## src/design/hpp_pkg.sv

```systemverilog
// Shared types and constants for the hexagonal prism point classifier.
// Holds the pipeline stage records, the register map and the face numbering.
// No dependencies.
package hpp_pkg;

    localparam int COORD_W  = 32;   // signed Q16.16 coordinate
    localparam int REG_W    = 31;   // unsigned Q15.16 register value
    localparam int APB_AW   = 4;    // three word registers
    localparam int APB_DW   = 32;
    localparam int MASK_W   = 8;
    localparam int FACE_W   = 4;
    localparam int NUM_FACES = 8;
    localparam int LEN_W    = 34;   // doubled lengths, signed
    localparam int MAG_W    = 33;   // doubled lengths once known non-negative
    localparam int AXSQ_W   = 2 * COORD_W;
    localparam int SQ_W     = 2 * MAG_W;
    localparam int CMP_W    = SQ_W + 2;

    typedef enum logic [1:0] {
        REG_RADIUS = 2'd0,
        REG_HEIGHT = 2'd1,
        REG_SKIN   = 2'd2
    } t_reg_idx;

    localparam logic [REG_W-1:0] SKIN_RESET = REG_W'(66);

    // Face numbering, shared by the face mask and the face code.
    localparam int SIDE_BACK        = 0;
    localparam int SIDE_BACK_LEFT   = 1;
    localparam int SIDE_BACK_RIGHT  = 2;
    localparam int SIDE_FRONT       = 3;
    localparam int SIDE_FRONT_LEFT  = 4;
    localparam int SIDE_FRONT_RIGHT = 5;
    localparam int CAP_BOTTOM       = 6;
    localparam int CAP_TOP          = 7;
    localparam logic [FACE_W-1:0] FACE_NONE = FACE_W'(8);

    typedef struct packed {
        logic [REG_W-1:0] radius;
        logic [REG_W-1:0] height;
        logic [REG_W-1:0] skin;
    } t_cfg;

    // Sign information used to pick the lateral sector.
    typedef struct packed {
        logic x_pos;
        logic x_neg;
        logic y_pos;
        logic y_neg;
        logic origin;
    } t_sect;

    // Results of the tests along the prism axis.
    typedef struct packed {
        logic in_z;
        logic out_z;
        logic hit_bottom;
        logic hit_top;
    } t_ztest;

    typedef struct packed {
        logic [COORD_W-1:0] ax;
        logic [COORD_W-1:0] ay;
        logic [LEN_W-1:0]   a_in;    // 2*radius - skin, signed
        logic [LEN_W-1:0]   a_out;   // 2*radius + skin
        t_ztest             zt;
        t_sect              sect;
        logic [MASK_W-1:0]  mask;
    } t_s1;

    typedef struct packed {
        logic [COORD_W-1:0] ax;
        logic [COORD_W-1:0] ay;
        logic [MAG_W-1:0]   a_in;
        logic [MAG_W-1:0]   b_in;
        logic [MAG_W-1:0]   a_out;
        logic [MAG_W-1:0]   b_out;
        logic               in_ok;   // shrunk hexagon spans are non-negative
        logic               out_ok;
        t_ztest             zt;
        t_sect              sect;
        logic [MASK_W-1:0]  mask;
    } t_s2;

    typedef struct packed {
        logic [AXSQ_W-1:0]  ax_sq;
        logic [AXSQ_W-1:0]  ay_sq;
        logic [SQ_W-1:0]    a_in_sq;
        logic [SQ_W-1:0]    b_in_sq;
        logic [SQ_W-1:0]    a_out_sq;
        logic [SQ_W-1:0]    b_out_sq;
        logic               in_ok;
        logic               out_ok;
        t_ztest             zt;
        t_sect              sect;
        logic [MASK_W-1:0]  mask;
    } t_s3;

endpackage

```

## src/design/hpp_apb_regs.sv

```systemverilog
// APB-style register block holding radius, height and skin.
// Depends on hpp_pkg for the register map and the configuration record.
module hpp_apb_regs (
    input  logic                          i_clk,
    input  logic                          i_rst_n,
    input  logic                          psel,
    input  logic                          penable,
    input  logic                          pwrite,
    input  logic [hpp_pkg::APB_AW-1:0]    paddr,
    input  logic [hpp_pkg::APB_DW-1:0]    pwdata,
    output logic [hpp_pkg::APB_DW-1:0]    prdata,
    output logic                          pready,
    output hpp_pkg::t_cfg                 o_cfg
);

    hpp_pkg::t_cfg r_cfg;
    hpp_pkg::t_cfg n_cfg;
    hpp_pkg::t_reg_idx idx;
    logic wr;

    assign idx    = hpp_pkg::t_reg_idx'(paddr[3:2]);
    assign wr     = psel && penable && pwrite;
    assign pready = 1'b1;
    assign o_cfg  = r_cfg;

    always_comb begin
        n_cfg = r_cfg;
        if (wr) begin
            unique case (idx)
                hpp_pkg::REG_RADIUS: n_cfg.radius = pwdata[hpp_pkg::REG_W-1:0];
                hpp_pkg::REG_HEIGHT: n_cfg.height = pwdata[hpp_pkg::REG_W-1:0];
                hpp_pkg::REG_SKIN:   n_cfg.skin   = pwdata[hpp_pkg::REG_W-1:0];
                default:             n_cfg        = r_cfg;
            endcase
        end
    end

    always_comb begin
        unique case (idx)
            hpp_pkg::REG_RADIUS: prdata = {1'b0, r_cfg.radius};
            hpp_pkg::REG_HEIGHT: prdata = {1'b0, r_cfg.height};
            hpp_pkg::REG_SKIN:   prdata = {1'b0, r_cfg.skin};
            default:             prdata = '0;
        endcase
    end

    always_ff @(posedge i_clk) begin
        if (!i_rst_n) begin
            r_cfg.radius <= '0;
            r_cfg.height <= '0;
            r_cfg.skin   <= hpp_pkg::SKIN_RESET;
        end else begin
            r_cfg <= n_cfg;
        end
    end

endmodule

```

## config.mk

```make
export PLATFORM = sky130hd
export DESIGN_NAME = hpp_apb_regs
export DESIGN_NICKNAME = d
export VERILOG_FILES = /design/src/design/hpp_pkg.sv /design/src/design/hpp_apb_regs.sv
export SDC_FILE = /design/constraint.sdc
export NUM_CORES = 1
export LEC_CHECK = 0
export BUFFER_PORTS_ARGS = -buffer_cell sky130_fd_sc_hd__buf_2
export CAP_MARGIN = 20
export CORE_MARGIN = 1
export CORE_UTILIZATION = 48
export DETAILED_ROUTE_END_ITERATION = 7
export PLACE_DENSITY = 0.8
export SYNTH_ARGS = -nofsm -noshare
export SYNTH_HDL_FRONTEND = slang
export SYNTH_SLANG_ARGS = --single-unit
```

## constraint.sdc

```tcl
create_clock -name i_clk -period 1.8 [get_ports i_clk]
set_clock_uncertainty 0.15 [all_clocks]
set_input_delay 0.18 -clock i_clk [delete_from_list [all_inputs] [get_ports i_clk]]
set_output_delay 0.18 -clock i_clk [all_outputs]
set_load 0.005 [all_outputs]
```

==> Word-level counts from Yosys, hierarchy flattened <==
Cells that the tools add are included.
{ "totals": {"mem_count": 0, "rom_bits": 0, "regBits": 93, "elab_cells": 12, "input_bits": 41, "mem_bits_rw": 0, "latchBits": 0, "out_inout_bits": 126} }
{ "op_classes": {"multipliers": 0, "n_bitwise": 0, "order_cmp": 0, "n_eq_ne": 2, "n_reduce_logical": 6, "shift": 0, "n_div": 0, "add_sub_neg": 0, "n_mux": 1} }
{ "op_table": {"columns": ["cell", "n"], "rows": [
  ["$pmux 31 s3", 1],
  ["$reduce_and 2->1", 3],
  ["$eq 2x1->1 const B", 1],
  ["$eq 2x2->1 const B", 1],
  ["$logic_and 1x1->1", 2],
  ["$logic_not 2->1", 1]
]} }

==> Logic depth before layout (Yosys ltp) <==
{ "depth": {"depth_word": 3, "ltp_mapped": 7, "ltp_nobuf": 3} }

==> Worst setup path after synthesis <==
Ideal clock, no wire load.
{ "synth_path": {"path_kind": "in2reg", "start": "in paddr[2] in the netlist's numbering", "end": "reg r_cfg (netlist bit o_cfg[0])", "setup_slack_ns": 0.459, "required_ns": 1.578, "path_stages": 7, "path_buffers": 4, "setup_time_ns": 0.072, "t_arrival_ns": 1.119, "path_cell_list": "buf_2 nor2b_1 buf_2 and2_1 buf_4 buf_6 mux2i_1"} }
{ "synth_via": {"elab_chain_cells": 2} }
{ "synth_lines": {"columns": ["item", "line_no", "text"], "rows": [
  ["start: declaration", "hpp_apb_regs.sv:9", "input logic [hpp_pkg::APB_AW-1:0] paddr,"],
  ["$eq 2x2->1", "hpp_apb_regs.sv:29", "unique case (idx)"],
  ["$reduce_and 2->1 (no line)", null, null],
  ["end signal: assignment", "hpp_apb_regs.sv:53", "r_cfg <= n_cfg;"],
  ["end: declaration", "hpp_apb_regs.sv:16", "hpp_pkg::t_cfg r_cfg;"]
]} }
No other way between the ends.
A chain may end at the register's enable or synchronous reset.

==> Final worst setup path <==
{ "layout_path": {"start": "in paddr[2] in the netlist's numbering", "end": "out prdata[6] in the netlist's numbering"} }
{ "layout_via": {"elab_chain_cells": 2, "word_cells_on_any_way": 4, "cone_classes": "eq/ne (2); mux (1); reduce/logical (1)"} }
{ "layout_lines": {"columns": ["item", "line_no", "text"], "rows": [
  ["$eq 2x2->1 (tied with other cells)", "hpp_apb_regs.sv:39", "unique case (idx)"],
  ["$pmux 31 s3 (*)", "hpp_apb_regs.sv:39", null],
  ["end: declaration", "hpp_apb_regs.sv:11", "output logic [hpp_pkg::APB_DW-1:0] prdata,"]
]} }
Every way passes the cells marked *; elsewhere a longest branch is shown, timed or not.

==> flow_summary.json <==
{
  "drv_slew": 0,
  "syn2layout_area_growth_pct": 33.46,
  "start_kind": "input port",
  "grt_pass1_wl_mm": 17.26,
  "htreeDepth": 3,
  "die-height_um": 94.28,
  "start_util": 0.4975,
  "holdPathStages": 3,
  "synth_top_area_frac": 0.4555,
  "r2r_start": "o_cfg[51]$_SDFFE_PN0P_",
  "numCtsBuffers": 9,
  "synth_edf_count": 0,
  "rsz0062_at_grt": "false",
  "dpl_cell_area_um2": 4996,
  "yosys-top-cells-count": "nand2_1 (153), mux2i_1 (122), dfxtp_1 (93)",
  "hold_viol": 0,
  "crit_path_end_kind": "primary output",
  "cp.required_ps": 1470,
  "synth_area_um2": 4088,
  "antenna_found_initial": 0,
  "track_usage": 0.2481,
  "clk_path_buf_depth": 2,
  "finalCritPeriodShare": 0.8806,
  "drive_gt1_frac": 0.3043,
  "routed_wl_mm": 11.11,
  "ant_nets": 0,
  "yosys.cell_count.top_type": "nand2_1",
  "maxCapViolCount": 0,
  "reg2reg_to": "o_cfg[51]$_SDFFE_PN0P_",
  "ys.flop_type": "dfxtp_1",
  "dp_hpwl_mm": 7.461,
  "fin_area_um2": 5455,
  "clkSlewWorstSetupHoldPaths_ps": 80,
  "min_path_type": "in2reg",
  "min-delay-start": "pwdata[25]",
  "synth_nets": 490,
  "ys_ff_latch": 93,
  "cts_sinks": 93,
  "worstSetupPathType": "in2out",
  "holdPathEnd": "o_cfg[25]$_SDFFE_PN0P_",
  "fin_setup_tns_ps": 0,
  "power.total_w": 0.003736,
  "synthArstFlopShare": 0,
  "clk_latency_ps": 330,
  "gp_congestion": 0.7848,
  "portBuffers": 161,
  "synth_warnings": 0,
  "power.density_nw_per_um2": 684.8,
  "layout_min_cycle_time_ps": 1585,
  "place_inst": 692,
  "setup_viol": 0,
  "ios": 167,
  "syn-instance-count": 449,
  "rows": 33,
  "dr.pass1.iters": 4,
  "vdd_drop_max_mv": 0.4521,
  "ff2ff_setup_slack_ps": 940,
  "fp.dieArea_um2": 8889,
  "via_per_inst": 5.205,
  "synth_cell_type_count": 18,
  "n_antenna_cell": 0,
  "fin_nets": 667,
  "gr-total-overflow": 0,
  "ys_seq_area_frac": 0.4555,
  "cts_tree": "yes",
  "critPathMaxFanout": 11,
  "reg2reg_depth": 2,
  "fillers": 677,
  "drc": 0,
  "grt_pass1_vias": 3637,
  "cts-root-buf": "clkbuf_8",
  "p_leak_nw": 2.700,
  "grt_max_degree": 125,
  "yosys-top-cells-area": "dfxtp_1 (46%), mux2i_1 (30%), nand2_1 (14%)",
  "netlist.top_cell.by_area": "dfxtp_1",
  "finalNonFillerCells": 736,
  "fmax_ghz": 0.6309,
  "cp.arrival_ps": 1260,
  "run_status": "finished, final reports clean",
  "die_w_um": 94.28,
  "vias": 3831,
  "wl_per_cell_um": 15.09,
  "synth.avg_cell_area_um2": 9.104,
  "drt_iter0_drc": 154,
  "crit_start": "paddr[2]",
  "largest_reg_flops": 93,
  "core_um2": 8217
}
final cells by class:
cell class | instances | area (µm²) | area share
inverters | 2 | 7.507 | 0.001376
clock inverters | 3 | 20.02 | 0.003670
repair buffers | 203 | 1244 | 0.2280
multi-input cells | 317 | 2032 | 0.3725
clock buffers | 13 | 158.9 | 0.02913
well taps | 105 | 131.4 | 0.02408
flip-flops and latches | 93 | 1862 | 0.3413
per-layer routing:
| layer | track usage | wire, µm |
|---|---|---|
| met4 | 0.09872 | 186 |
| met5 | 0 | 0 |
| met3 | 0.04612 | 552 |
| met2 | 0.4408 | 5710 |
| met1 | 0.2910 | 4656 |
report_power, final:
group / total (W) / leakage (nW) / internal [W] / switching [W]
clock: 0.00127 / 0.0857 / 0.000578 / 0.000694
sequential: 0.00210 / 0.751 / 0.00208 / 0.0000220
combinational: 0.000359 / 1.86 / 0.000167 / 0.000191
timing repair:
| item | 4_1_cts | 5_1_grt |
|---|---|---|
| gates resized for setup | 0 | 0 |
| setup endpoints to repair | 0 | 0 |
| hold endpoints to repair | 76 | 0 |
| buffers inserted | 0 | 0 |
| hold buffers | 28 | 0 |
worst max-delay path by stage:
stage | slack (ps) | end
after floorplan | 460 | o_cfg[0]$_SDFFE_PN0P_
after global placement | 260 | prdata[8]
after detailed placement | 240 | prdata[15]
after CTS | 240 | prdata[12]
after global routing | 160 | prdata[12]
final | 210 | prdata[6]
cells in the final DEF, fill, tap and decap left out:
| master | n |
|---|---|
| nor3b_4 | 1 |
| conb_1 | 2 |
| nand3_1 | 2 |
| o211ai_1 | 2 |
| buf_4 | 11 |
| clkbuf_1 | 2 |
| and2_2 | 1 |
| clkinvlp_4 | 2 |
| mux2i_1 | 122 |
| dlygate4sd3_1 | 28 |
| buf_12 | 4 |
| nand2_1 | 153 |
| o21ai_0 | 31 |
| clkinv_2 | 1 |
| nand3b_1 | 1 |
| dfxtp_1 | 93 |
| buf_2 | 160 |
| inv_1 | 2 |
| nor2b_2 | 1 |
| and3_1 | 1 |
| clkbuf_8 | 11 |
critical path, stage by stage:
cell and delay (ps):
buf_2 300, buf_4 310, mux2i_1 210, o21ai_0 110, buf_2 140
cell families (layout without fill, tap and decap cells):
family          Yosys count  count (layout)  synth area share
simple gates            160             160            0.1524
mux                     122             122            0.2987
flops                    93              93            0.4555
buf+inv                  39             221           0.04989
compound gates           33              33           0.04163
other cells               2               2          0.001837
metrics by stage:
step	worst slack, ps	hold WS [ps]	utilization
global route	161.3	1.501	0.6639
CTS	239.8	0.1086	0.6639
detailed placement	242.6	312.5	0.6080
finish	214.9	14.97	0.6639
floorplan	459.2	191.5	-
global placement	260.3	296.9	0.6080
Power figures use the tool's default switching activity.
