**src/design/hpp_pkg.sv**
```systemverilog
// Shared types and constants for the hexagonal prism point classifier.
// Holds the pipeline stage records, the register map and the face numbering.
// No dependencies.
package hpp_pkg;

    localparam int COORD_W  = 32;   // signed Q16.16 coordinate
    localparam int REG_W    = 31;   // unsigned Q15.16 register value
    localparam int APB_AW   = 4;    // three word registers
    localparam int APB_DW   = 32;
    localparam int MASK_W   = 8;
    localparam int FACE_W   = 4;
    localparam int NUM_FACES = 8;
    localparam int LEN_W    = 34;   // doubled lengths, signed
    localparam int MAG_W    = 33;   // doubled lengths once known non-negative
    localparam int AXSQ_W   = 2 * COORD_W;
    localparam int SQ_W     = 2 * MAG_W;
    localparam int CMP_W    = SQ_W + 2;

    typedef enum logic [1:0] {
        REG_RADIUS = 2'd0,
        REG_HEIGHT = 2'd1,
        REG_SKIN   = 2'd2
    } t_reg_idx;

    localparam logic [REG_W-1:0] SKIN_RESET = REG_W'(66);

    // Face numbering, shared by the face mask and the face code.
    localparam int SIDE_BACK        = 0;
    localparam int SIDE_BACK_LEFT   = 1;
    localparam int SIDE_BACK_RIGHT  = 2;
    localparam int SIDE_FRONT       = 3;
    localparam int SIDE_FRONT_LEFT  = 4;
    localparam int SIDE_FRONT_RIGHT = 5;
    localparam int CAP_BOTTOM       = 6;
    localparam int CAP_TOP          = 7;
    localparam logic [FACE_W-1:0] FACE_NONE = FACE_W'(8);

    typedef struct packed {
        logic [REG_W-1:0] radius;
        logic [REG_W-1:0] height;
        logic [REG_W-1:0] skin;
    } t_cfg;

    // Sign information used to pick the lateral sector.
    typedef struct packed {
        logic x_pos;
        logic x_neg;
        logic y_pos;
        logic y_neg;
        logic origin;
    } t_sect;

    // Results of the tests along the prism axis.
    typedef struct packed {
        logic in_z;
        logic out_z;
        logic hit_bottom;
        logic hit_top;
    } t_ztest;

    typedef struct packed {
        logic [COORD_W-1:0] ax;
        logic [COORD_W-1:0] ay;
        logic [LEN_W-1:0]   a_in;    // 2*radius - skin, signed
        logic [LEN_W-1:0]   a_out;   // 2*radius + skin
        t_ztest             zt;
        t_sect              sect;
        logic [MASK_W-1:0]  mask;
    } t_s1;

    typedef struct packed {
        logic [COORD_W-1:0] ax;
        logic [COORD_W-1:0] ay;
        logic [MAG_W-1:0]   a_in;
        logic [MAG_W-1:0]   b_in;
        logic [MAG_W-1:0]   a_out;
        logic [MAG_W-1:0]   b_out;
        logic               in_ok;   // shrunk hexagon spans are non-negative
        logic               out_ok;
        t_ztest             zt;
        t_sect              sect;
        logic [MASK_W-1:0]  mask;
    } t_s2;

    typedef struct packed {
        logic [AXSQ_W-1:0]  ax_sq;
        logic [AXSQ_W-1:0]  ay_sq;
        logic [SQ_W-1:0]    a_in_sq;
        logic [SQ_W-1:0]    b_in_sq;
        logic [SQ_W-1:0]    a_out_sq;
        logic [SQ_W-1:0]    b_out_sq;
        logic               in_ok;
        logic               out_ok;
        t_ztest             zt;
        t_sect              sect;
        logic [MASK_W-1:0]  mask;
    } t_s3;

endpackage

```
**src/design/hpp_prep.sv**
```systemverilog
// First two pipeline stages: magnitudes, axial tests, sector signs and the
// doubled hexagon spans. Depends on hpp_pkg.
module hpp_prep (
    input  logic                                 i_clk,
    input  logic                                 i_rst_n,
    input  logic                                 i_en,
    input  logic                                 i_vld,
    input  logic signed [hpp_pkg::COORD_W-1:0]   i_x,
    input  logic signed [hpp_pkg::COORD_W-1:0]   i_y,
    input  logic signed [hpp_pkg::COORD_W-1:0]   i_z,
    input  logic [hpp_pkg::MASK_W-1:0]           i_mask,
    input  hpp_pkg::t_cfg                        i_cfg,
    output logic                                 o_vld,
    output hpp_pkg::t_s2                         o_s2
);

    localparam int LW = hpp_pkg::LEN_W;

    logic         r_v1, r_v2;
    hpp_pkg::t_s1 r_s1, n_s1;
    hpp_pkg::t_s2 r_s2, n_s2;

    logic [hpp_pkg::COORD_W-1:0] az;
    logic [LW-1:0] az2, h2, k2, r2, z2, zb, zt, zb_abs, zt_abs, ay2;
    logic [LW-1:0] b_in, b_out;

    // Stage one. Everything is kept doubled so that half the skin and half
    // the height stay integral.
    always_comb begin
        az  = i_z[hpp_pkg::COORD_W-1] ? (~i_z + 1'b1) : i_z;
        az2 = {1'b0, az, 1'b0};
        h2  = LW'(i_cfg.height);
        k2  = LW'(i_cfg.skin);
        r2  = {2'b0, i_cfg.radius, 1'b0};
        z2  = {i_z[hpp_pkg::COORD_W-1], i_z, 1'b0};
        zb  = z2 + h2;
        zt  = z2 - h2;
        zb_abs = zb[LW-1] ? (~zb + 1'b1) : zb;
        zt_abs = zt[LW-1] ? (~zt + 1'b1) : zt;

        n_s1.ax = i_x[hpp_pkg::COORD_W-1] ? (~i_x + 1'b1) : i_x;
        n_s1.ay = i_y[hpp_pkg::COORD_W-1] ? (~i_y + 1'b1) : i_y;
        n_s1.a_in  = r2 - k2;
        n_s1.a_out = r2 + k2;
        n_s1.zt.in_z       = $signed(az2) < $signed(h2 - k2);
        n_s1.zt.out_z      = az2 > (h2 + k2);
        n_s1.zt.hit_bottom = zb_abs < k2;
        n_s1.zt.hit_top    = zt_abs < k2;
        n_s1.sect.x_neg  = i_x[hpp_pkg::COORD_W-1];
        n_s1.sect.x_pos  = !i_x[hpp_pkg::COORD_W-1] && (i_x != '0);
        n_s1.sect.y_neg  = i_y[hpp_pkg::COORD_W-1];
        n_s1.sect.y_pos  = !i_y[hpp_pkg::COORD_W-1] && (i_y != '0);
        n_s1.sect.origin = (i_x == '0) && (i_y == '0);
        n_s1.mask = i_mask;
    end

    // Stage two: the half-width of the hexagon at height y is a - 2|y|.
    always_comb begin
        ay2   = {1'b0, r_s1.ay, 1'b0};
        b_in  = r_s1.a_in - ay2;
        b_out = r_s1.a_out - ay2;

        n_s2.ax     = r_s1.ax;
        n_s2.ay     = r_s1.ay;
        n_s2.a_in   = r_s1.a_in[hpp_pkg::MAG_W-1:0];
        n_s2.b_in   = b_in[hpp_pkg::MAG_W-1:0];
        n_s2.a_out  = r_s1.a_out[hpp_pkg::MAG_W-1:0];
        n_s2.b_out  = b_out[hpp_pkg::MAG_W-1:0];
        n_s2.in_ok  = !r_s1.a_in[LW-1] && !b_in[LW-1];
        n_s2.out_ok = !b_out[LW-1];
        n_s2.zt     = r_s1.zt;
        n_s2.sect   = r_s1.sect;
        n_s2.mask   = r_s1.mask;
    end

    always_ff @(posedge i_clk) begin
        if (!i_rst_n) begin
            r_v1 <= 1'b0;
            r_v2 <= 1'b0;
        end else if (i_en) begin
            r_v1 <= i_vld;
            r_v2 <= r_v1;
        end
    end

    always_ff @(posedge i_clk) begin
        if (i_en) begin
            r_s1 <= n_s1;
            r_s2 <= n_s2;
        end
    end

    assign o_vld = r_v2;
    assign o_s2  = r_s2;

endmodule

```
**config.mk**
```make
export PLATFORM = sky130hd
export DESIGN_NAME = hpp_prep
export DESIGN_NICKNAME = d
export VERILOG_FILES = /design/src/design/hpp_pkg.sv /design/src/design/hpp_prep.sv
export SDC_FILE = /design/constraint.sdc
export NUM_CORES = 1
export LEC_CHECK = 0
export ABC_CLOCK_PERIOD_IN_PS = 12500
export BUFFER_PORTS_ARGS = -buffer_cell sky130_fd_sc_hd__buf_4
export CORE_AREA = 2 2 237 216
export CTS_CLUSTER_SIZE = 25
export DETAILED_ROUTE_END_ITERATION = 8
export DIE_AREA = 0 0 239 218
export PLACE_DENSITY = 0.81
export SLEW_MARGIN = 10
export SYNTH_ARGS = -nofsm -noshare
export SYNTH_HDL_FRONTEND = slang
export SYNTH_SLANG_ARGS = --single-unit
```
**constraint.sdc**
```tcl
create_clock -name i_clk -period 12.5 [get_ports i_clk]
set_input_delay 2.5 -clock i_clk [delete_from_list [all_inputs] [get_ports i_clk]]
set_output_delay 2.5 -clock i_clk [all_outputs]
set_load 0.05 [all_outputs]
```
After elaboration in Yosys (flattened, before gate mapping)
Index checks and enable logic that the tools add are counted.
{ "op_classes": {"n_addsub": 13, "magnitude_cmp": 4, "n_mux": 5, "bitwise_logic": 5, "reduce_logical": 13} }
{ "ops": {"columns": ["operator", "count"], "rows": [
  ["$add A32 B1 Y32 const B", 3],
  ["$not A32 Y32", 3],
  ["$add A34 B1 Y34 const B", 2],
  ["$lt A34 B31 Y1", 2],
  ["$mux W34", 2],
  ["$not A34 Y34", 2],
  ["$sub A34 B33 Y34", 2],
  ["$logic_not A32 Y1", 2],
  ["$reduce_bool A32 Y1", 2],
  ["$mux W31", 2],
  ["$add A33 B32 Y34", 1],
  ["$lt A34 B32 Y1", 1],
  ["$sub A33 B32 Y34", 1],
  ["$add A32 B31 Y33", 1],
  ["$gt A33 B32 Y1", 1],
  ["$sub A32 B31 Y33", 1],
  ["$add A31 B31 Y32", 1],
  ["$mux W32", 1],
  ["$sub A31 B31 Y32", 1],
  ["$logic_not A1 Y1", 5],
  ["$logic_and A1 B1 Y1", 4]
]} }
{ "totals": {"regBits": 366, "input_bits": 201, "out_inout_bits": 216, "wordCells": 76} }

Depth between registers and ports, before layout
{ "depth": {"ltp_word": 5, "mapped_depth": 30, "ltp_nobuf": 28} }

Worst setup path before layout
OpenSTA, ideal clock, no wires.
{ "synth_path": {"kind": "input to register", "from": "input i_z[0] (netlist name)", "to": "register r_s1, in the netlist n_s2[14] (data pin)", "setup_ns": 0.167, "arrival_time_ns": 7.842, "t_required_ns": 12.333, "path_slack_ns": 4.491, "stages": 30, "n_path_buf": 2, "cell_sequence": "ha_1 > inv_1 > fa_1 > nor2_1 > o311ai_1 > a211oi_1 > o31a_1 > o21ai_1 > o31a_1 > o31ai_4 > a211oi_1 > o21bai_1 > a21o_1 > buf_2 > buf_4 > a21oi_1 > xnor2_1 > ha_1 > a21o_1 > a21oi_1 > o221ai_1 > a31oi_1 > o21ai_0 > a21oi_1 > o211ai_1 > a221o_1 > nand3_1 > a21oi_1 > or4_1 > a211oi_1"} }
{ "synth_lines": {"columns": ["element", "line_no", "rtl"], "rows": [
  ["start: declaration", "hpp_prep.sv:10", "input logic signed [hpp_pkg::COORD_W-1:0] i_z,"],
  ["end signal: assignment", "hpp_prep.sv:88", "r_s1 <= n_s1;"],
  ["end: declaration", "hpp_prep.sv:20", "hpp_pkg::t_s1 r_s1, n_s1;"]
]} }

==> run_results.csv <==
group,metric,value,unit
worst_setup_path,crit_arrival,9.25,ns
clock_network,cts_tree,"yes",
timing,setup_violations,0,
detailed_routing,dr.first_iter.drc_count,1932,
worst_setup_path,cp-start-kind,"input port",
detailed_routing,drc,0,
clock_network,ctsResizeCount,0,
clock_network,htree_num_levels,2,
worst_setup_path,crit_path_max_fanout,12,
pwr,p_leak,0.0145,µW
finish,area_growth,16.8,%
floorplanning,die_h,218,µm
timing,fin_setup_tns,0,ns
floorplanning,coreArea,49800,µm²
yosys,ys_seq_elements,360,
detailed_routing,dr.pass1.iters,6,
floorplanning,row_count,78,
placement,dp_cells,3937,
clock_network,clkSinkCount,360,
yosys,yosysMostFrequentCell,"ha_1",
clock_network,cts_buffers,37,
global_route,antenna_found_initial,6,
timing,finalClockSkew,0.0359,ns
yosys,yosys_warnings,0,
yosys,ys_top_cells_by_count,"ha_1 (373), edfxtp_1 (358), xnor2_1 (291)",
floorplanning,io-pin-count,417,
clock_network,cts_root_buf,"clkbuf_16",
pwr,max-vdd-ir-drop,0.103,mV
worst_setup_path,required,12.84,ns
floorplanning,die_x,239,µm
yosys,ys_top_cells_by_area,"edfxtp_1 (37%), ha_1 (16%), xnor2_1 (8.8%)",
clock_network,post_cts_buffers,0,
floorplanning,start_util,0.584,
clock_network,path_clk_slew,0.07,ns
timing,finalHoldViolCount,0,
clock_network,clock_path_buffers,3,
worst_setup_path,crit_type,"input port to flop",
worst_setup_path,cpLargestDelayFamily,"compound AO/OA/AOI/OAI gates",
yosys,post_synth_num_cell_types,91,
global_route,grt_max_degree,142,
placement,place.gp.congestion,0.964,
detailed_routing,wl,89.3,mm
yosys,synth-edff-count,358,
detailed_routing,via_count,24700,
timing,fin_crit_sh,0.713,
finish,layout-drive-gt1-share,0.157,
finish,final_cell_count_no_fill,4007,
pwr,power.density,144,nW/µm²
yosys,syn_area_per_cell,9.84,µm²
global_route,grt_pass1_wl,135,mm
finish,layout.nets,3919,
yosys,ys.flop_type,"edfxtp_1",
worst_setup_path,crit_path_start,"i_z[2]",
floorplanning,dieArea,52100,µm²
worst_setup_path,critPathBufInv,1,
placement,hpwlAfterDp,71.6,mm
yosys,synth.cell_area,29100,µm²
worst_setup_path,r2r_slack,8.24,ns
detailed_routing,avgViaCountPerCell,6.16,
timing,tightestPinTransition,1.09,ns
worst_setup_path,cp_common_cell,"a21oi_1",
yosys,mappedNetlistNets,3539,
clock_network,clock_latency,0.53,ns
detailed_routing,drtAntennaViolNets,0,
placement,portBuffers,416,
worst_setup_path,max_stage_delay,0.89,ns
detailed_routing,wire_per_inst,22.3,µm
min_path,min_from,"n_s2[192]",
yosys,ys_seq_area_frac,0.371,
min_path,hp-class,"flop to flop",
worst_setup_path,timing.rr.start,"ay2[1]",
worst_setup_path,critPathSlowestCell,"a21oi_1",
timing,rsz0062_at_grt,"no",
global_route,grt-ovfl-total,0,
yosys,yosys.area.top_type,"edfxtp_1",
timing,slew_headroom,0.270,
flow_run,maxCapViolations,0,
global_route,track_usage,0.332,
status,outcome,"completed",
timing,drv_slew,0,
yosys,synth_cells,2956,
global_route,grt_pass1_vias,24000,
timing,fmax,112,MHz
worst_setup_path,crit_path_end_kind,"flop",
timing,period_minus_slack,8.91,ns
yosys,yosysTopAreaCellShare,0.370,
clock_network,postCtsHoldBufs,0,
yosys,async_reset_ff_frac,0,
registers in the layout, indices dropped and copies added (netlist names):
register / flops
r_v1: 1
n_s2: 114
o_vld: 1
ay2: 32
o_s2: 212
cell usage in the layout (no fill, tap or decap), types with 32 or more instances in the layout:
| cell | count |
|---|---|
| nor3_1 | 74 |
| a21o_1 | 81 |
| edfxtp_1 | 358 |
| nand2_1 | 150 |
| xnor2_1 | 291 |
| buf_4 | 419 |
| o21ai_0 | 140 |
| clkbuf_16 | 37 |
| o21a_1 | 35 |
| xor2_1 | 60 |
| a21oi_1 | 246 |
| o21bai_1 | 52 |
| nor2b_1 | 44 |
| a211oi_1 | 32 |
| inv_1 | 216 |
| nand2b_1 | 48 |
| ha_1 | 373 |
| nor2_1 | 211 |
| o31ai_1 | 40 |
| nand3_1 | 41 |
metal layers:
| metal | share of wire | global-route usage | vias to the layer above | wire (µm) |
|---|---|---|---|---|
| met4 | 0.037 | 0.123 | 0 | 3270 |
| met1 | 0.41 | 0.437 | 11800 | 36900 |
| li1 | - | - | 11600 | - |
| met3 | 0.077 | 0.0394 | 177 | 6890 |
| met5 | 0 | 0 | - | 0 |
| met2 | 0.47 | 0.563 | 1169 | 42200 |
layout make-up:
| cell class | instances | area [µm²] |
|---|---|---|
| inverter | 218 | 818 |
| antenna | 6 | 15.0 |
| clock inverter | 23 | 287 |
| sequential | 360 | 10800 |
| multi-input combinational | 2299 | 17100 |
| clock buffer | 41 | 941 |
| tap | 640 | 801 |
| fill | 3715 | 15800 |
| timing repair buffer | 420 | 3160 |
through the flow:
step	area (µm²)	hold WS, ns	total power, µW	utilization	worst slack [ns]
2_1_floorplan	29100	0.400	3100	-	4.49
3_5_place_dp	32700	0.405	3740	0.657	3.33
4_1_cts	33900	0.415	4880	0.682	3.84
3_3_place_gp	32700	0.400	3680	0.657	3.48
5_1_grt	33900	0.416	5120	0.682	3.53
6_report	33900	0.412	4890	0.682	3.59
power by group:
| part | leakage (µW) | internal, µW | switching, µW |
|---|---|---|---|
| Combinational | 0.0104 | 766 | 1330 |
| Sequential | 0.00352 | 1570 | 96.1 |
| Clock | 0.000604 | 671 | 457 |
final timing paths:
check | cells past startpoint | end
max | 25 | n_s2[14]
max reg2reg | 14 | o_s2[50]
min | 0 | o_s2[192]
min reg2reg | 0 | o_s2[192]
cells by family (layout without fill, tap and decap cells):
kind of cell    Yosys count  in the layout  share of synthesized area
buf+inv                 297            702                     0.0395
other cells               0              6                          0
xor+xnor                351            351                      0.106
flops                   360            360                      0.371
mux                       8              8                    0.00275
fa+ha+maj               382            382                      0.167
compound gates          805            805                      0.181
simple gates            753            753                      0.133
(Power assumes the default switching activity.)
