$ cat config.mk
export PLATFORM = sky130hd
export DESIGN_NAME = hpp_decide
export DESIGN_NICKNAME = d
export VERILOG_FILES = /design/src/design/hpp_pkg.sv /design/src/design/hpp_decide.sv
export SDC_FILE = /design/constraint.sdc
export NUM_CORES = 1
export LEC_CHECK = 0
export ABC_AREA = 1
export BUFFER_PORTS_ARGS = -buffer_cell sky130_fd_sc_hd__buf_2
export CORE_MARGIN = 3
export CORE_UTILIZATION = 55
export DETAILED_ROUTE_END_ITERATION = 8
export HOLD_SLACK_MARGIN = 0.06
export MAX_ROUTING_LAYER = met4
export PLACE_DENSITY_LB_ADDON = 0.12
export SETUP_SLACK_MARGIN = 0.5
export SYNTH_ARGS = -nofsm -noshare
export SYNTH_HDL_FRONTEND = slang
export SYNTH_SLANG_ARGS = --single-unit
$ cat constraint.sdc
create_clock -name i_clk -period 5.4 [get_ports i_clk]
set_clock_uncertainty 0.2 [all_clocks]
set_input_delay 1.08 -clock i_clk [delete_from_list [all_inputs] [get_ports i_clk]]
set_output_delay 1.08 -clock i_clk [all_outputs]
set_load 0.01 [all_outputs]
$ cat src/design/hpp_pkg.sv
// Shared types and constants for the hexagonal prism point classifier.
// Holds the pipeline stage records, the register map and the face numbering.
// No dependencies.
package hpp_pkg;

    localparam int COORD_W  = 32;   // signed Q16.16 coordinate
    localparam int REG_W    = 31;   // unsigned Q15.16 register value
    localparam int APB_AW   = 4;    // three word registers
    localparam int APB_DW   = 32;
    localparam int MASK_W   = 8;
    localparam int FACE_W   = 4;
    localparam int NUM_FACES = 8;
    localparam int LEN_W    = 34;   // doubled lengths, signed
    localparam int MAG_W    = 33;   // doubled lengths once known non-negative
    localparam int AXSQ_W   = 2 * COORD_W;
    localparam int SQ_W     = 2 * MAG_W;
    localparam int CMP_W    = SQ_W + 2;

    typedef enum logic [1:0] {
        REG_RADIUS = 2'd0,
        REG_HEIGHT = 2'd1,
        REG_SKIN   = 2'd2
    } t_reg_idx;

    localparam logic [REG_W-1:0] SKIN_RESET = REG_W'(66);

    // Face numbering, shared by the face mask and the face code.
    localparam int SIDE_BACK        = 0;
    localparam int SIDE_BACK_LEFT   = 1;
    localparam int SIDE_BACK_RIGHT  = 2;
    localparam int SIDE_FRONT       = 3;
    localparam int SIDE_FRONT_LEFT  = 4;
    localparam int SIDE_FRONT_RIGHT = 5;
    localparam int CAP_BOTTOM       = 6;
    localparam int CAP_TOP          = 7;
    localparam logic [FACE_W-1:0] FACE_NONE = FACE_W'(8);

    typedef struct packed {
        logic [REG_W-1:0] radius;
        logic [REG_W-1:0] height;
        logic [REG_W-1:0] skin;
    } t_cfg;

    // Sign information used to pick the lateral sector.
    typedef struct packed {
        logic x_pos;
        logic x_neg;
        logic y_pos;
        logic y_neg;
        logic origin;
    } t_sect;

    // Results of the tests along the prism axis.
    typedef struct packed {
        logic in_z;
        logic out_z;
        logic hit_bottom;
        logic hit_top;
    } t_ztest;

    typedef struct packed {
        logic [COORD_W-1:0] ax;
        logic [COORD_W-1:0] ay;
        logic [LEN_W-1:0]   a_in;    // 2*radius - skin, signed
        logic [LEN_W-1:0]   a_out;   // 2*radius + skin
        t_ztest             zt;
        t_sect              sect;
        logic [MASK_W-1:0]  mask;
    } t_s1;

    typedef struct packed {
        logic [COORD_W-1:0] ax;
        logic [COORD_W-1:0] ay;
        logic [MAG_W-1:0]   a_in;
        logic [MAG_W-1:0]   b_in;
        logic [MAG_W-1:0]   a_out;
        logic [MAG_W-1:0]   b_out;
        logic               in_ok;   // shrunk hexagon spans are non-negative
        logic               out_ok;
        t_ztest             zt;
        t_sect              sect;
        logic [MASK_W-1:0]  mask;
    } t_s2;

    typedef struct packed {
        logic [AXSQ_W-1:0]  ax_sq;
        logic [AXSQ_W-1:0]  ay_sq;
        logic [SQ_W-1:0]    a_in_sq;
        logic [SQ_W-1:0]    b_in_sq;
        logic [SQ_W-1:0]    a_out_sq;
        logic [SQ_W-1:0]    b_out_sq;
        logic               in_ok;
        logic               out_ok;
        t_ztest             zt;
        t_sect              sect;
        logic [MASK_W-1:0]  mask;
    } t_s3;

endpackage

$ cat src/design/hpp_decide.sv
// Final stage: hexagon and sector comparisons, face priority and the output
// register. Depends on hpp_pkg.
module hpp_decide (
    input  logic                         i_clk,
    input  logic                         i_rst_n,
    input  logic                         i_en,
    input  logic                         i_vld,
    input  hpp_pkg::t_s3                 i_s3,
    output logic                         o_vld,
    output logic                         o_inside_res,
    output logic                         o_outside,
    output logic                         o_on_surface,
    output logic [hpp_pkg::FACE_W-1:0]   o_normal_face
);

    localparam int CW = hpp_pkg::CMP_W;
    localparam int SW = hpp_pkg::SQ_W;

    logic r_vld, r_inside, r_outside, r_surf;
    logic [hpp_pkg::FACE_W-1:0] r_face;

    logic [CW-1:0] x16, x4, a_in3, b_in3, a_out3, b_out3;
    logic [SW-1:0] y3;
    logic hex_in, hex_out, narrow, in_shrunk, outside, band;
    logic [hpp_pkg::NUM_FACES-1:0] hits;
    logic [hpp_pkg::FACE_W-1:0] face;
    hpp_pkg::t_sect s;

    // The apothem is sqrt(3)/2 of the circumradius; squaring both sides
    // turns that factor into the multiplications by three below.
    always_comb begin
        s      = i_s3.sect;
        x16    = {i_s3.ax_sq, 4'b0};
        x4     = {2'b0, i_s3.ax_sq, 2'b0};
        a_in3  = CW'(i_s3.a_in_sq)  + {1'b0, i_s3.a_in_sq, 1'b0};
        b_in3  = CW'(i_s3.b_in_sq)  + {1'b0, i_s3.b_in_sq, 1'b0};
        a_out3 = CW'(i_s3.a_out_sq) + {1'b0, i_s3.a_out_sq, 1'b0};
        b_out3 = CW'(i_s3.b_out_sq) + {1'b0, i_s3.b_out_sq, 1'b0};
        y3     = SW'(i_s3.ay_sq) + {1'b0, i_s3.ay_sq, 1'b0};

        hex_in  = i_s3.in_ok && (x16 <= a_in3) && (x4 <= b_in3);
        hex_out = i_s3.out_ok && (x16 <= a_out3) && (x4 <= b_out3);
        narrow  = y3 <= SW'(i_s3.ax_sq);

        in_shrunk = i_s3.zt.in_z && hex_in;
        outside   = i_s3.zt.out_z || !hex_out;
        band      = !in_shrunk && !outside;

        hits = '0;
        hits[hpp_pkg::CAP_BOTTOM] = i_s3.zt.hit_bottom;
        hits[hpp_pkg::CAP_TOP]    = i_s3.zt.hit_top;
        if (narrow) begin
            hits[hpp_pkg::SIDE_FRONT] = s.x_pos || s.origin;
            hits[hpp_pkg::SIDE_BACK]  = s.x_neg;
        end else begin
            hits[hpp_pkg::SIDE_FRONT_RIGHT] = !s.x_neg && s.y_pos;
            hits[hpp_pkg::SIDE_FRONT_LEFT]  = !s.x_neg && s.y_neg;
            hits[hpp_pkg::SIDE_BACK_RIGHT]  = !s.x_pos && s.y_pos;
            hits[hpp_pkg::SIDE_BACK_LEFT]   = !s.x_pos && s.y_neg;
        end

        // Lowest-numbered hit wins, so scan downwards.
        face = hpp_pkg::FACE_NONE;
        for (int i = hpp_pkg::NUM_FACES - 1; i >= 0; i--) begin
            if (hits[i]) begin
                face = hpp_pkg::FACE_W'(i);
            end
        end
        if (!band) begin
            face = hpp_pkg::FACE_NONE;
        end
    end

    always_ff @(posedge i_clk) begin
        if (!i_rst_n) begin
            r_vld <= 1'b0;
        end else if (i_en) begin
            r_vld <= i_vld;
        end
    end

    always_ff @(posedge i_clk) begin
        if (i_en) begin
            r_inside  <= in_shrunk;
            r_outside <= outside;
            r_surf    <= band && ((hits & i_s3.mask) != '0);
            r_face    <= face;
        end
    end

    assign o_vld         = r_vld;
    assign o_inside_res  = r_inside;
    assign o_outside     = r_outside;
    assign o_on_surface  = r_surf;
    assign o_normal_face = r_face;

endmodule

After elaboration in Yosys (flattened, before gate mapping):

Cells that the tools add are included.

* latch bits: 0
* memories: 0
* logic and storage cells: 54
* output and inout port bits: 8
* RAM bits: 0
* flip-flop bits (word level): 8
* bits in read-only memories: 0

* equal/unequal tests: 0
* shift operators: 0
* magnitude comparators: 5
* multiplexer cells: 12
* reductions and logical operators: 22
* bitwise logic cells: 2
* $add $sub $neg: 5
* multiply operators: 0
* div/mod/pow operators: 0

Operators with widths (count)
* adder 66 x 67 -> 68 bit: 4
* <= comparator 66 x 68 -> 1 bit: 2
* <= comparator 68 bit: 2
* adder 64 x 65 -> 66 bit: 1
* <= comparator 66 x 64 -> 1 bit: 1
* 2-to-1 mux 4 bit: 8
* logical AND 1 bit: 11
* AND 8 bit: 1
* nonzero test 8 bit: 1
* logical NOT 1 bit: 5
* OR reduction 5 bit: 1
* 2-to-1 mux 2 bit: 2
* OR reduction 3 bit: 1
* logical OR 1 bit: 2
* 2-to-1 mux 1 bit: 2
* OR reduction 2 bit: 1
* NOT 1 bit: 1

Longest topological paths before layout:

Gate-level depths: netlist (run 1).

* word-level depth: 10
* gate-level depth with buffers: 39
* mapped depth without buffers: 39

Least setup slack after synthesis (run 1):

No wires, ideal clock.

* path type: input port to flip-flop
* start point: in i_s3[283] in the netlist's numbering
* end point: reg r_face (netlist bit o_normal_face[3]) (data pin)
* stages: 36
* path slack: 0.072 ns
* required time: 4.944 ns
* buffers on the path: 0
* setup time: 0.256 ns
* arrival time: 4.871 ns
* cells stage by stage: ha_1 -> fa_1 -> nand3_1 -> nand2_1 -> a21oi_2 -> o21ai_4 -> nand3_2 -> nand2_2 -> a21boi_1 -> o21ai_1 -> nand2_1 -> nand2_1 -> a21oi_1 -> o21ai_1 -> xor2_1 -> ha_1 -> nand2_1 -> inv_1 -> nand3_1 -> or3_1 -> nor2_1 -> nand2_1 -> nand2_1 -> nand2_1 -> nand2_1 -> nand2_1 -> nand2_1 -> nand2_1 -> nand2_1 -> nand2_1 -> nand2_4 -> nand3_1 -> nand2_1 -> nor2_2 -> nand3_1 -> nand2_1

* longest elaborated chain between the ends: 9
* elaborated cells between the ends (all ways): 12
* those cells by class: 1 x add/sub; 1 x order compare; 10 x mux

RTL lines
* from (decl): RTL line hpp_decide.sv:8 `input hpp_pkg::t_s3 i_s3,`
* adder 64 x 65 -> 66 bit (*): RTL line hpp_decide.sv:39 `y3 = SW'(i_s3.ay_sq) + {1'b0, i_s3.ay_sq, 1'b0};`
* <= comparator 66 x 64 -> 1 bit (*): RTL line hpp_decide.sv:43 `narrow = y3 <= SW'(i_s3.ax_sq);`
* 2-to-1 mux 2 bit: RTL line hpp_decide.sv:52 `if (narrow) begin`
* 2-to-1 mux 4 bit (5 in series): RTL line hpp_decide.sv:65 `if (hits[i]) begin`
* 2-to-1 mux 4 bit (*): RTL line hpp_decide.sv:65
* to (signal assigned): RTL line hpp_decide.sv:87 `r_face <= face;`
* to (decl): RTL line hpp_decide.sv:20 `logic [hpp_pkg::FACE_W-1:0] r_face;`

Mark *: on every way between the ends. The rest lies on a longest branch, timed or not.
A chain may end at the register's enable or synchronous reset.

Final worst setup path (run 1):

* start point: in i_s3[88] in the netlist's numbering
* end point: reg r_face (netlist bit o_normal_face[2]) (data pin)

* longest elaborated chain between the ends: 10

RTL lines
* adder 66 x 67 -> 68 bit: RTL line hpp_decide.sv:37 `a_out3 = CW'(i_s3.a_out_sq) + {1'b0, i_s3.a_out_sq, 1'b0};`
* <= comparator 68 bit: RTL line hpp_decide.sv:42 `hex_out = i_s3.out_ok && (x16 <= a_out3) && (x4 <= b_out3);`
* logical AND 1 bit (2 in series): RTL line hpp_decide.sv:42
* logical NOT 1 bit: RTL line hpp_decide.sv:46 `outside = i_s3.zt.out_z || !hex_out;`
* logical OR 1 bit: RTL line hpp_decide.sv:46
* net outside: RTL line hpp_decide.sv:24 `logic hex_in, hex_out, narrow, in_shrunk, outside, band;`
* logical NOT 1 bit: RTL line hpp_decide.sv:47 `band = !in_shrunk && !outside;`
* logical AND 1 bit: RTL line hpp_decide.sv:47
* NOT 1 bit (no line)
* OR reduction 5 bit (no line)

The timed path passes the listed nets, and every way through them passes these cells.

==> impl_metrics.py, run 1 <==
metrics = {
    "outcome": {
        "status": "finished, violations left",
        "violations": "setup timing",
    },
    "placement": {
        "portBuffers": 422,
        "dpl.cell_count": 6595,
        "place_area_sq_um": 37800,
        "place_congestion": 1.08,
        "dp_hpwl_um": 106000,
    },
    "pwr": {
        "seqPwrFrac_pct": 1.2,
        "p_comb_share_pct": 96.7,
        "vdd_ir_drop_max_uv": 117,
        "switchingPower_mw": 3.35,
        "power.leakage_nw": 20.8,
        "swShare_pct": 54.4,
        "p_int_mw": 2.81,
        "pwr-share-clk_pct": 2.1,
        "p_per_area_nw_per_um2": 152,
    },
    "sta": {
        "finalCritPeriodShare_pct": 113,
        "final-hold-violation-count": 0,
        "setup_viol_count_final": 6,
        "fmax_ghz": 0.164,
        "relSlewSlack_pct": 55.2,
        "fin_ws_ns": -0.682,
        "fin_crit_ns": 6.08,
        "rsz0062_at_grt": "true",
        "slew_violations": 0,
        "worst_pin_slew_ns": 0.664,
    },
    "route": {
        "drc": 0,
        "via_per_inst": 6.01,
        "firstDrtPassIters": 8,
        "ant_nets": 0,
        "num_vias": 40372,
        "first_iter_violations": 2974,
        "avgRoutedWirePerCell_um": 19.7,
        "drt-total-wl_um": 132000,
    },
    "critical_path": {
        "r2r_end": "o_vld",
        "crit_path_end_kind": "flop",
        "rr_startpoint": "o_vld",
        "worst-path-max-fanout": 4,
        "worstPathArrival_ns": 5.96,
        "cp-start-kind": "input pin",
        "rr_worst_depth": 2,
        "required_ns": 5.27,
        "crit_type": "in2reg",
        "slowest_delay_ns": 0.32,
        "reg2reg_slack_ns": 4.57,
        "worst_path_max_delay_cell": "nor4b_4",
    },
    "clocking": {
        "htree_levels": 1,
        "root_buffer": "clkbuf_16",
        "cts.sinks": 8,
        "clock_latency_ns": 0.23,
        "clk_pin_slew_ns": 0.04,
        "cts_buffer_depth": 2,
        "cts_tree": "yes",
        "numCtsBuffers": 3,
    },
    "floorplanning": {
        "initial_core_util_pct": 56.1,
        "dieArea_sq_um": 54400,
        "num_rows": 82,
        "core_sq_um": 50600,
        "fp.dieW_um": 233,
        "io_pins": 423,
        "die_h_um": 233,
    },
    "logic_synthesis": {
        "netlist_instances": 4655,
        "ys_types": 69,
        "yosysWarnings": 0,
        "synthMuxAreaShare_pct": 0,
        "synth_adder_area_share_pct": 28.8,
        "synth_top_family_by_area": "adder cells",
        "synth-compound-area-share_pct": 26.8,
        "synth_nets": 5721,
        "yosys_register_bits": 8,
        "syn_area_per_cell_sq_um": 6.10,
        "synth_simple_gate_area_share_pct": 25.4,
        "yosysSeqAreaShare_pct": 0.811,
        "synthXorXnorAreaFrac_pct": 9.31,
        "synthesis.area_sq_um": 28400,
    },
    "min_path": {
        "whs_endpoint": "o_vld",
        "hp-start": "o_vld",
        "min_path_type": "reg2reg",
        "min_path_cells": 2,
    },
    "job": {
        "cap_violations": 0,
    },
    "global_routing": {
        "grt_pass1_vias": 38282,
        "grt_pass1_wl_um": 185000,
        "grt_use_total_pct": 43.7,
        "antenna_found_initial": 22,
        "grt_max_degree": 10,
        "gr-total-overflow": 0,
    },
    "finish": {
        "layout_common_cells": "buf_4 (921), nand2_1 (788), inv_1 (639), a21oi_1 (615), ha_1 (607)",
        "final_common_cell": "buf_4",
        "finalNetCount": 7094,
        "fin_area_sq_um": 40600,
        "fin_cells": 6722,
        "area_delta_synth_final_pct": 43.0,
        "drive_gt1_share_pct": 29.7,
    },
}
## sequential cells by signal, summed over array words and instances (netlist names)
register,count
o_vld,1
o_outside,1
o_normal_face,4
o_inside_res,1
o_on_surface,1
## kinds of logic (layout without fill, tap and decap cells)
kind of cell,after synthesis,count (layout)
other,0,23
adder cells (fa/ha/maj),651,651
AO/OA/AOI/OAI,1314,1314
buffers and inverters,672,2043
XOR/XNOR,302,302
AND/OR/NAND/NOR,1708,1709
flip-flops,8,8
## per-layer routing
layer	global-route usage, %	routed length [um]	vias up
li1	-	-	18875
met1	47.6	46100	18078
met2	73.8	58800	2450
met3	4.80	13500	969
met4	32.3	13900	0
met5	-	0	-
## synth_stat cells (all sizes together)
cell	count	share of area [%]
and2	1	0.022
dfxtp	1	0.070
xor2	133	4.1
a21boi	16	0.54
a2111oi	2	0.062
nor3b	5	0.15
o211ai	25	0.70
nand3	137	2.6
o311ai	1	0.031
o221ai	12	0.37
or4	3	0.079
o21ai	308	5.7
o21bai	22	0.70
inv	672	8.9
and3	4	0.088
a22o	1	0.031
ha	646	28
nand4	58	1.3
xnor2	169	5.2
or2	1	0.022
a221oi	5	0.15
o31ai	5	0.15
o21a	43	1.1
nor4b	2	0.084
a211oi	11	0.31
a31oi	105	2.3
edfxtp	7	0.74
a311oi	1	0.031
fa	5	0.35
o221a	6	0.24
a21oi	687	13
nor4	29	0.79
nor3	61	1.1
nand3b	12	0.32
a211o	2	0.062
a21o	46	1.2
o41ai	2	0.062
nand2	867	12
o31a	1	0.031
o2111ai	9	0.28
or3	1	0.022
nor2	527	7.1
a41oi	3	0.093
o22ai	1	0.022
## power by group through the flow
stage                     Combinational [mW]  Clock, mW  Sequential, mW
after global routing                    6.46      0.134          0.0763
after floorplan                         3.06          0          0.0796
final                                   5.95      0.130          0.0762
after detailed placement                5.19          0          0.0765
after CTS                               5.38      0.129          0.0757
after global placement                  5.03          0          0.0763
## what timing repair did
action / 4_1_cts / 5_1_grt
buffers inserted: 46 / 53
resized for setup: 163 / 246
cloned: 1 / 0
pin swaps: 102 / 169
endpoints found under the setup margin: 7 / 7
hold buffers: 0 / 0
hold endpoints to repair: 0 / 0
## metrics by stage
| step | TNS, ns | hold slack, ns | util [%] | setup slack [ns] | power (mW) |
|---|---|---|---|---|---|
| floorplan | 0 | 0.355 | - | 0.264 | 3.14 |
| global placement | -4.44 | 0.317 | 74.7 | -0.794 | 5.11 |
| detailed placement | -5.86 | 0.337 | 74.7 | -1.02 | 5.27 |
| CTS | -0.899 | 0.347 | 77.1 | -0.225 | 5.59 |
| global route | -3.88 | 0.367 | 80.3 | -0.827 | 6.67 |
| finish | -2.87 | 0.351 | 80.3 | -0.682 | 6.16 |
## worst max-delay path by stage
stage,startpoint,to,slack [ns],cells after the start
5_1_grt,i_s3[104],o_normal_face[2],-0.83,29
3_5_place_dp,i_s3[86],o_normal_face[3],-1.02,29
2_1_floorplan,i_s3[283],o_on_surface,0.26,36
6_report,i_s3[88],o_normal_face[2],-0.68,34
3_3_place_gp,i_s3[86],o_normal_face[2],-0.79,29
4_1_cts,i_s3[87],o_normal_face[2],-0.23,32
## layout make-up
| cell class | count | area, sq um |
|---|---|---|
| Antenna cell | 23 | 57.6 |
| Clock buffer | 4 | 78.8 |
| Fill cell | 3758 | 9970 |
| Inverter | 672 | 2540 |
| Multi-Input combinational cell | 3976 | 27500 |
| Sequential cell | 8 | 230 |
| Tap cell | 672 | 841 |
| Timing Repair Buffer | 1367 | 9400 |
## worst max-delay path, delay by kind of cell
kind	cells	cell delay (ns)
AO/OA/AOI/OAI	8	1.39
adder cells (fa/ha/maj)	2	0.45
buffers and inverters	3	0.38
AND/OR/NAND/NOR	21	2.64
(Power assumes the default switching activity.)
==> run 2: changes to the inputs <==
--- a/config.mk
+++ b/config.mk
@@ -8,9 +8,9 @@
 export ABC_AREA = 1
 export BUFFER_PORTS_ARGS = -buffer_cell sky130_fd_sc_hd__buf_2
 export CORE_MARGIN = 3
-export CORE_UTILIZATION = 55
+export CORE_UTILIZATION = 45
 export DETAILED_ROUTE_END_ITERATION = 8
-export HOLD_SLACK_MARGIN = 0.06
+export HOLD_SLACK_MARGIN = 0.02
 export MAX_ROUTING_LAYER = met4
 export PLACE_DENSITY_LB_ADDON = 0.12
 export SETUP_SLACK_MARGIN = 0.5
==> run 2 against run 1 <==
Against the previous run:
- the flow still finishes with violations (setup timing)
- sequential share of layout area hardly changed
- global-route usage is 7.4 points lower
- die area is 22% higher
- design area is 2.1% higher
- clock-buffer cell count stayed put
- critical path type unchanged
==> impl_metrics.py, run 2 (synthesized netlist as in run 1, its figures left out) <==
metrics = {
    "outcome": {
        "status": "finished, violations left",
        "violations": "setup timing",
    },
    "sta": {
        "fin_setup_tns_ns": -0.227,
        "fmax_ghz": 0.182,
        "relSlewSlack_pct": 56.5,
        "final-hold-violation-count": 0,
        "finalCritPeriodShare_pct": 102,
        "fin_crit_ns": 5.49,
        "slew_violations": 0,
        "worst_pin_slew_ns": 0.649,
        "setup_viol_count_final": 4,
        "final.hold.worst_slack_ns": 0.352,
        "rsz0062_at_grt": "true",
        "fin_ws_ns": -0.0898,
    },
    "clocking": {
        "clk_pin_slew_ns": 0.04,
        "numCtsBuffers": 3,
        "cts_tree": "yes",
        "clock_latency_ns": 0.23,
        "holdBufCountCts": 0,
        "cts_buffer_depth": 2,
        "htree_levels": 1,
        "cts.sinks": 8,
        "root_buffer": "clkbuf_16",
    },
    "pwr": {
        "p_comb_share_pct": 96.6,
        "p_per_area_nw_per_um2": 147,
        "switchingPower_mw": 3.23,
        "p_int_mw": 2.85,
        "seqPwrFrac_pct": 1.3,
        "power.leakage_nw": 21.2,
        "pwr-share-clk_pct": 2.1,
        "total_power_mw": 6.08,
        "vdd_ir_drop_max_uv": 104,
        "swShare_pct": 53.1,
    },
    "min_path": {
        "min_path_type": "reg2reg",
    },
    "route": {
        "num_vias": 37848,
        "drc": 0,
        "first_iter_violations": 2430,
        "drt-total-wl_um": 126000,
        "firstDrtPassIters": 5,
        "avgRoutedWirePerCell_um": 18.2,
        "ant_nets": 0,
        "via_per_inst": 5.44,
    },
    "finish": {
        "final_common_cell": "buf_4",
        "fin_area_sq_um": 41500,
        "fin_cells": 6957,
        "area_delta_synth_final_pct": 46.1,
        "drive_gt1_share_pct": 30.6,
        "largest_register_ff_count": 4,
        "finalNetCount": 7173,
        "layout_common_cells": "buf_4 (1,022), nand2_1 (801), inv_1 (636), a21oi_1 (607), ha_1 (598)",
    },
    "global_routing": {
        "grt_pass1_vias": 36985,
        "grt_use_total_pct": 36.3,
        "grt_max_degree": 10,
        "gr-total-overflow": 0,
        "antenna_found_initial": 12,
        "grt_pass1_wl_um": 186000,
    },
    "critical_path": {
        "crit_path_end_kind": "flop",
        "worstPathArrival_ns": 5.39,
        "path_common_cell": "nand2_1",
        "slowest_delay_ns": 0.52,
        "cp-start-kind": "input pin",
        "worst_path_max_delay_cell": "nor3_2",
        "worst-path-buf-inv": 3,
        "worst-path-max-fanout": 4,
        "crit_type": "in2reg",
        "path_delay_family": "simple AND/OR/NAND/NOR gates",
        "required_ns": 5.30,
    },
    "floorplanning": {
        "num_rows": 91,
        "fp.dieW_um": 257,
        "die_h_um": 257,
        "io_pins": 423,
        "dieArea_sq_um": 66200,
        "initial_core_util_pct": 45.8,
        "core_sq_um": 62100,
    },
    "placement": {
        "place_area_sq_um": 38800,
        "portBuffers": 422,
        "place_congestion": 1.08,
        "dpl.cell_count": 6862,
        "dp_hpwl_um": 110000,
    },
    "job": {
        "cap_violations": 0,
    },
}
run 2: path summary, 6_finish.rpt:
path,slack (ns),start,cells after the start,endpoint
worst max-delay path,-0.09,i_s3[152],30,o_normal_face[3]
worst min-delay path,0.35,o_vld,2,o_vld
worst max register to register,4.57,o_vld,2,o_vld
worst min register to register,0.35,o_vld,2,o_vld
run 2: area by class of cell:
| type | instances | area (sq um) |
|---|---|---|
| Sequential cell | 8 | 230 |
| Tap cell | 837 | 1050 |
| Clock buffer | 4 | 78.8 |
| Timing Repair Buffer | 1446 | 10000 |
| Antenna cell | 14 | 35.0 |
| Multi-Input combinational cell | 3976 | 27500 |
| Inverter | 672 | 2530 |
| Fill cell | 5871 | 20600 |
run 2: power by group through the flow:
stage	clock network [mW]	logic [mW]	registers, mW
global placement	0	5.24	0.0779
global route	0.134	6.47	0.0772
finish	0.129	5.88	0.0769
detailed placement	0	5.32	0.0771
floorplan	0	3.06	0.0796
CTS	0.129	5.56	0.0767
run 2: layer usage:
layer	vias up	track usage [%]	wire, um
li1	19028	-	-
met1	17243	41.4	50900
met2	1189	63.7	60900
met3	388	1.79	6020
met4	0	20.3	8500
met5	-	-	0
run 2: per-stage QoR:
step / utilization (%) / worst slack (ns)
after global placement: 62.5 / -0.565
after floorplan: - / 0.264
after detailed placement: 62.5 / -0.753
final: 66.8 / -0.0898
after CTS: 64.7 / -0.0706
after global routing: 66.8 / -0.304
run 2: worst reg2reg max path, delay by kind of cell (launching register included):
family          cells  cell delay, ns
flops               1            0.31
compound gates      2            0.21
run 2: timing repair:
item | CTS | global route
resized for setup | 196 | 226
setup buffers | 40 | 36
setup endpoints to repair | 7 | 7
gates cloned | 1 | 0
pin swaps | 100 | 151
